<file path="src/rtl/imrsz_pkg.sv">
// ----------------------------------------------------------------------------
// imrsz_pkg
// Shared types and constants of the image resize unit: field widths,
// fixed-point constants, register indexes and divider request/response.
// ----------------------------------------------------------------------------
package imrsz_pkg;

    // Field and register widths
    localparam int SIZE_W = 9;
    localparam int CRD_W  = 8;
    localparam int CH_W   = 2;
    localparam int SMP_W  = 8;
    localparam int RES_W  = 16;
    localparam int CCNT_W = 2;
    localparam int CIDX_W = 3;

    // Register indexes
    localparam logic [CIDX_W-1:0] CFG_SRC_WIDTH  = 3'd0;
    localparam logic [CIDX_W-1:0] CFG_SRC_HEIGHT = 3'd1;
    localparam logic [CIDX_W-1:0] CFG_DST_WIDTH  = 3'd2;
    localparam logic [CIDX_W-1:0] CFG_DST_HEIGHT = 3'd3;
    localparam logic [CIDX_W-1:0] CFG_CHANNELS   = 3'd4;
    localparam logic [CIDX_W-1:0] CFG_FILTER     = 3'd5;

    // Command and filter codes
    localparam logic CMD_WRITE     = 1'b0;
    localparam logic CMD_READ      = 1'b1;
    localparam logic FILT_NEAREST  = 1'b0;
    localparam logic FILT_TRIANGLE = 1'b1;

    // Fixed-point constants: Q9.16 positions, Q1.15 weights
    localparam int Q_ONE  = 65536;
    localparam int Q_HALF = 32768;
    localparam int W_ONE  = 32768;
    localparam int FRAC_W = 16;

    // Datapath widths (sizes up to 511)
    localparam int POS_W  = 25;   // Q9.16 position / window
    localparam int SPOS_W = 28;   // signed center and window ends
    localparam int TAP_W  = 12;   // signed tap index
    localparam int WT_W   = 16;   // tap weight, up to 1.0 in Q1.15
    localparam int WT_AW  = 9;    // weight table index
    localparam int WT_DEPTH = 512;
    localparam int TOT_W  = 24;   // weight sum
    localparam int HACC_W = 32;   // horizontal accumulator

    // Serial divider
    localparam int DIV_NW = 40;
    localparam int DIV_DW = 25;
    localparam int DIV_CW = 6;

    typedef struct packed {
        logic              start;
        logic [DIV_NW-1:0] num;
        logic [DIV_DW-1:0] den;
    } t_div_req;

    typedef struct packed {
        logic              done;
        logic [DIV_NW-1:0] quot;
    } t_div_rsp;

endpackage

</file>
<file path="src/rtl/imrsz_div.sv">
// ----------------------------------------------------------------------------
// imrsz_div
// Restoring divider, one quotient bit per cycle; done pulses for one cycle
// with the quotient valid.
// ----------------------------------------------------------------------------
module imrsz_div (
    input  logic                i_clk,
    input  logic                i_rst_n,
    input  imrsz_pkg::t_div_req i_req,
    output imrsz_pkg::t_div_rsp o_rsp
);

    localparam int NW = imrsz_pkg::DIV_NW;
    localparam int DW = imrsz_pkg::DIV_DW;
    localparam int CW = imrsz_pkg::DIV_CW;

    logic          r_busy;
    logic          r_done;
    logic [CW-1:0] r_cnt;
    logic [DW-1:0] r_rem;
    logic [NW-1:0] r_quo;
    logic [DW-1:0] r_den;

    logic [DW:0]   trial;
    logic [DW:0]   diff;
    logic          ge;

    // One restoring step
    always_comb begin
        trial = {r_rem, r_quo[NW-1]};
        diff  = trial - {1'b0, r_den};
        ge    = (trial >= {1'b0, r_den});
    end

    // Control
    always_ff @(posedge i_clk) begin
        if (!i_rst_n) begin
            r_busy <= 1'b0;
            r_done <= 1'b0;
            r_cnt  <= '0;
        end else begin
            r_done <= 1'b0;
            if (i_req.start) begin
                r_busy <= 1'b1;
                r_cnt  <= '0;
            end else if (r_busy) begin
                r_cnt <= r_cnt + 1'b1;
                if (r_cnt == CW'(NW - 1)) begin
                    r_busy <= 1'b0;
                    r_done <= 1'b1;
                end
            end
        end
    end

    // Datapath
    always_ff @(posedge i_clk) begin
        if (i_req.start) begin
            r_rem <= '0;
            r_quo <= i_req.num;
            r_den <= i_req.den;
        end else if (r_busy) begin
            r_rem <= ge ? diff[DW-1:0] : trial[DW-1:0];
            r_quo <= {r_quo[NW-2:0], ge};
        end
    end

    assign o_rsp.done = r_done;
    assign o_rsp.quot = r_quo;

endmodule

</file>
<file path="config.mk">
export PLATFORM = sky130hd
export DESIGN_NAME = imrsz_div
export DESIGN_NICKNAME = d
export VERILOG_FILES = /design/src/rtl/imrsz_pkg.sv /design/src/rtl/imrsz_div.sv
export SDC_FILE = /design/constraint.sdc
export NUM_CORES = 1
export LEC_CHECK = 0
export CORE_ASPECT_RATIO = 0.5
export CORE_MARGIN = 3
export CORE_UTILIZATION = 55
export DETAILED_ROUTE_END_ITERATION = 8
export DONT_BUFFER_PORTS = 1
export PLACE_DENSITY = 0.69
export SLEW_MARGIN = 30
export SYNTH_ARGS = -nofsm -noshare
export SYNTH_HDL_FRONTEND = slang
export SYNTH_SLANG_ARGS = --single-unit
</file>
<file path="constraint.sdc">
create_clock -name i_clk -period 3.65 [get_ports i_clk]
set_clock_uncertainty 0.2 [all_clocks]
set_input_delay 0.1825 -clock i_clk [delete_from_list [all_inputs] [get_ports i_clk]]
set_output_delay 0.1825 -clock i_clk [all_outputs]
set_load 0.005 [all_outputs]
</file>
# Yosys cells after proc, flatten, opt, wreduce, memory -nomap -nowiden
# Index checks and enable logic that the tools add are counted.
[op_classes]
multipliers = 0
n_div = 0
add_sub_neg = 2
magnitude_cmp = 1
shifts = 0
eq_ne = 1
n_reduce_logical = 3
n_mux = 7
bitwise = 2
[op_table]
columns = ["cell", "n"]
rows = [
  ["40-bit two-way mux", 2],
  ["26-bit by 25-bit >= comparator with 1-bit output", 1],
  ["25-bit two-way mux", 1],
  ["25-bit subtractor", 1],
  ["6-bit by 1-bit adder with 6-bit output (second input constant)", 1],
  ["6-bit equality test (second input constant)", 1],
  ["1-bit two-way mux", 4],
  ["3-bit OR reduction", 1],
  ["1-bit NOT", 2],
  ["2-bit nonzero test", 1],
  ["2-bit OR reduction", 1],
]
[totals]
mem_bits_ro = 0
mem_count = 0
latch_bits = 0
reg_bits = 98
ram_bits = 0
elab_cells = 22

# Logic depth before layout (Yosys ltp)
[depth]
depth_word = 4
mapped_depth = 13
ltp_nobuf = 11

# Least setup slack after synthesis
# No wires, ideal clock.
[synth_path]
kind = "register -> register"
from = "register r_quo[39]"
to = "register r_rem[0]"
path_buffers = 1
setup_ns = 0.086
setup_slack_ns = 0.492
path_stages_with_launch = 13
period_less_slack_ns = 3.158
arrival_ns = 2.873
path_cell_list = "edfxtp_1 inv_1 ha_1 inv_1 fa_1 a21o_1 a221oi_1 nor3_1 nor4b_4 a211o_1 buf_2 mux2_1 a211oi_1"
[synth_between]
elab_chain_cells = 2
elab_cells_between_ends = 3
[synth_rtl]
columns = ["item", "line_no", "text"]
rows = [
  ["start, declared", "imrsz_div.sv:21", "logic [NW-1:0] r_quo;"],
  ["start signal, assigned", "imrsz_div.sv:60", "r_quo <= i_req.num;"],
  ["start signal, assigned", "imrsz_div.sv:64", "r_quo <= {r_quo[NW-2:0], ge};"],
  ["25-bit subtractor / 26-bit by 25-bit >= comparator with 1-bit output (equally long branches)", "imrsz_div.sv:31, imrsz_div.sv:32", ""],
  ["25-bit two-way mux *", "imrsz_div.sv:63", "r_rem <= ge ? diff[DW-1:0] : trial[DW-1:0];"],
  ["end signal, assigned", "imrsz_div.sv:63", ""],
  ["end, declared", "imrsz_div.sv:20", "logic [DW-1:0] r_rem;"],
]
# Every way passes the cells marked *; elsewhere a longest branch is shown, timed or not.
# A chain may end at the register's enable or synchronous reset.

# Worst setup path in the final report
[layout_path]
from = "register r_den[7]"
to = "register r_rem[14]"
[layout_between]
elab_chain_cells = 2
elab_cells_between_ends = 3
[layout_rtl]
columns = ["item", "line_no", "text"]
rows = [
  ["start, declared", "imrsz_div.sv:22", "logic [DW-1:0] r_den;"],
  ["start signal, assigned", "imrsz_div.sv:61", "r_den <= i_req.den;"],
  ["25-bit subtractor / 26-bit by 25-bit >= comparator with 1-bit output (equally long branches)", "imrsz_div.sv:31, imrsz_div.sv:32", ""],
  ["25-bit two-way mux *", "imrsz_div.sv:63", ""],
]
# Marked as above.

==> flow_metrics.py <==
metrics = {
    "setup_path": {
        "crit_chain": "inv_1 -> ha_1 -> nand4b_1 -> or4_1 -> o31a_1 -> nor4b_4 -> a211oi_2 -> buf_4 -> o311ai_0 -> a311oi_1",
        "crit_family": "compound AO/OA/AOI/OAI gates",
        "cp_slowest_cell": "a211oi_2",
        "regToRegSetupSlack_ns": 0.14,
        "worstPathArrival_ns": 3.56,
        "r2r-end": "r_rem[14]",
        "cp-end-kind": "register",
        "critical_path_class": "register to register",
        "crit_fanout": 9,
        "startpoint_type": "register",
        "path_buf_inv": 2,
        "cpPeakStageDelay_ns": 0.60,
        "critPathRequiredTime_ns": 3.70,
        "reg2regPathDepth": 10,
        "reg2reg_from": "r_den[7]",
    },
    "clock_network": {
        "clk_latency_ns": 0.34,
        "post_cts_resized": 0,
        "cts_buffers": 9,
        "h-tree-depth": 3,
        "clock_sinks": 98,
        "cts.clk_slew.worst_paths_ns": 0.08,
        "clk_path_buf_depth": 2,
        "clockRootBuffer": "clkbuf_16",
        "cts_tree": "built",
    },
    "logic_synthesis": {
        "synth_top_cell_by_area": "edfxtp_1",
        "synth_top_cell_area_share_pct": 36.1,
        "syn_inst": 507,
        "seq_area_frac_synth_pct": 48.4,
        "synthesis.nets": 602,
        "ys_ff_latch": 98,
        "synth_edf_count": 65,
        "yosys_most_used_dff": "edfxtp_1",
        "syn_area_um2": 5400,
        "syn_area_per_cell_um2": 10.7,
        "async_flop_share_pct": 0,
        "ys_warn_count": 0,
        "synth_area_leaders": "edfxtp_1 (36%), dfxtp_1 (12%), mux2_2 (8.3%)",
        "synth_cell_types": 57,
    },
    "power": {
        "leakage_nw": 2.54,
        "power_density_nw_per_um2": 422,
        "total_power_mw": 2.76,
        "ir_worst_vdd_mv": 0.259,
    },
    "sta": {
        "fmax_mhz": 285,
        "fin_tns_setup_ns": 0,
        "timing.final.ws_setup_ns": 0.144,
        "hold_viol": 1,
        "relSlewSlack_pct": 45.8,
        "finalSetupViolCount": 0,
        "grt_setup_unrepaired": "true",
        "final_max_slew_viol_count": 0,
        "holdWs_ns": -0.0335,
        "final.min_clock_period_ns": 3.51,
        "fin_crit_sh_pct": 96.1,
        "tightest_slew_ns": 0.804,
    },
    "grt": {
        "grt_max_degree": 83,
        "grt_overflow": 0,
        "grt_pass1_vias": 4003,
        "grt_pass1_wl_um": 21500,
        "antenna_found_initial": 0,
        "track_usage_pct": 24.0,
    },
    "die": {
        "pin_count": 109,
        "die_height_um": 76.1,
        "chipWidth_um": 146,
        "rows": 24,
        "die_area_um2": 11100,
        "initial_core_util_pct": 59.2,
        "coreArea_um2": 9130,
    },
    "placed_design": {
        "routabilityCongestion": 0.922,
        "dp.cells": 625,
        "dpl.hpwl_um": 8670,
        "pre_cts_ws_ns": 0.243,
        "port_buffers": 0,
        "dpl_cell_area_um2": 5560,
    },
    "layout": {
        "final_area_um2": 6540,
        "mostFrequentLayoutCells": "dlygate4sd3_1 (66), edfxtp_1 (65), mux2_2 (40), nor2_1 (40)",
        "final_common_cell": "dlygate4sd3_1",
        "area_growth_pct": 21.1,
        "final_cells": 708,
        "num-fill-cells": 714,
        "final_core_util_pct": 71.6,
        "nets": 668,
        "regArea_um2": 2610,
        "antennaDiodeCount": 0,
        "layout-drive-gt1-share_pct": 13.1,
        "multiInputGateArea_um2": 2550,
    },
    "status": {
        "run_status": "finished with violations",
        "violations": "negative hold slack",
    },
    "worst_hold_path": {
        "min_to": "r_rem[2]",
        "holdCritPathClass": "input port to register",
        "hold_depth": 3,
        "min_from": "i_req[65]",
    },
    "route": {
        "ant_nets": 0,
        "drc_errors": 0,
        "post_drt_wl_per_cell_um": 18.9,
        "drt_first_pass_iters": 4,
        "wl_met1_um": 6090,
        "vias_per_cell": 5.95,
        "first_iter_violations": 370,
        "wl_met3_um": 1230,
        "wl_met2_um": 5860,
        "vias": 4211,
        "wl_um": 13300,
        "dr.max_layer_used": "met4",
    },
    "job": {
        "max-cap-violations": 0,
    },
}
[kinds of logic (layout without fill, tap and decap cells)]
family | count (synthesis) | in the layout | share of synthesized area [%]
simple gates | 141 | 141 | 13.3
compound gates | 118 | 118 | 15.4
flops | 98 | 98 | 48.4
buf+inv | 60 | 131 | 4.40
mux | 45 | 45 | 9.29
fa+ha+maj | 27 | 27 | 6.39
xor+xnor | 18 | 18 | 2.92
[cell type report]
cell class                      instances  share of cell area [%]
Clock buffer                            9                    3.44
Multi-Input combinational cell        349                    39.1
Tap cell                              130                    2.49
Sequential cell                        98                    40.0
Clock inverter                          7                    1.03
Inverter                               35                    2.01
Timing Repair Buffer                   80                    12.0
[report_power, final]
part | total, mW | switching, mW | internal (mW)
clock | 0.938 | 0.456 | 0.482
combinational | 0.477 | 0.253 | 0.224
sequential | 1.35 | 0.0624 | 1.28
[cell usage after synthesis, drive strengths merged (2+ instances only)]
master	number
a211o	2
a211oi	8
a21o	10
a21oi	20
a311oi	13
a31o	3
a31oi	2
a32oi	8
and2	2
and3	3
and4	4
buf	9
clkbuf	16
dfxtp	33
edfxtp	65
ha	26
inv	35
mux2	41
mux2i	4
nand2	35
nand2b	5
nand3	10
nand4	7
nand4b	4
nor2	41
nor2b	2
nor3	10
nor3b	3
nor4	4
o211ai	4
o21a	7
o21ai	24
o21bai	2
o311ai	2
o31a	3
o41ai	2
or3	6
or4	2
xnor2	11
xor2	7
[how the worst max path moves through the flow]
stage                         start        end  slack [ns]  depth (start not counted)
after detailed placement   r_den[2]  r_rem[14]        0.24                         10
after CTS                  r_den[7]  r_rem[14]        0.16                         10
after floorplan           r_quo[39]   r_rem[0]        0.49                         12
final                      r_den[7]  r_rem[14]        0.14                         10
after global placement     r_den[7]   r_rem[4]        0.36                         10
after global routing       r_den[2]  r_rem[14]       -0.03                         10
[tightest hold or removal path: cells and delay by family]
family / cells / cell delay [ns]
and+or+nand+nor: 3 / 0.27
[flip-flops by register name, summed over array words and instances (netlist names)]
signal  flops
r_cnt       6
r_den      25
r_done      1
r_busy      1
r_rem      25
r_quo      40
[routing by layer]
layer,GRT usage (%),up-vias
met2,35.2,160
met4,5.72,0
met5,0,-
met1,34.3,1999
met3,8.08,16
li1,-,2036
[timing repair]
action	CTS	global route
hold buffers	67	0
endpoints found under the setup margin	0	1
setup buffers	0	0
hold endpoints to repair	114	0
Power figures use the tool's default switching activity.
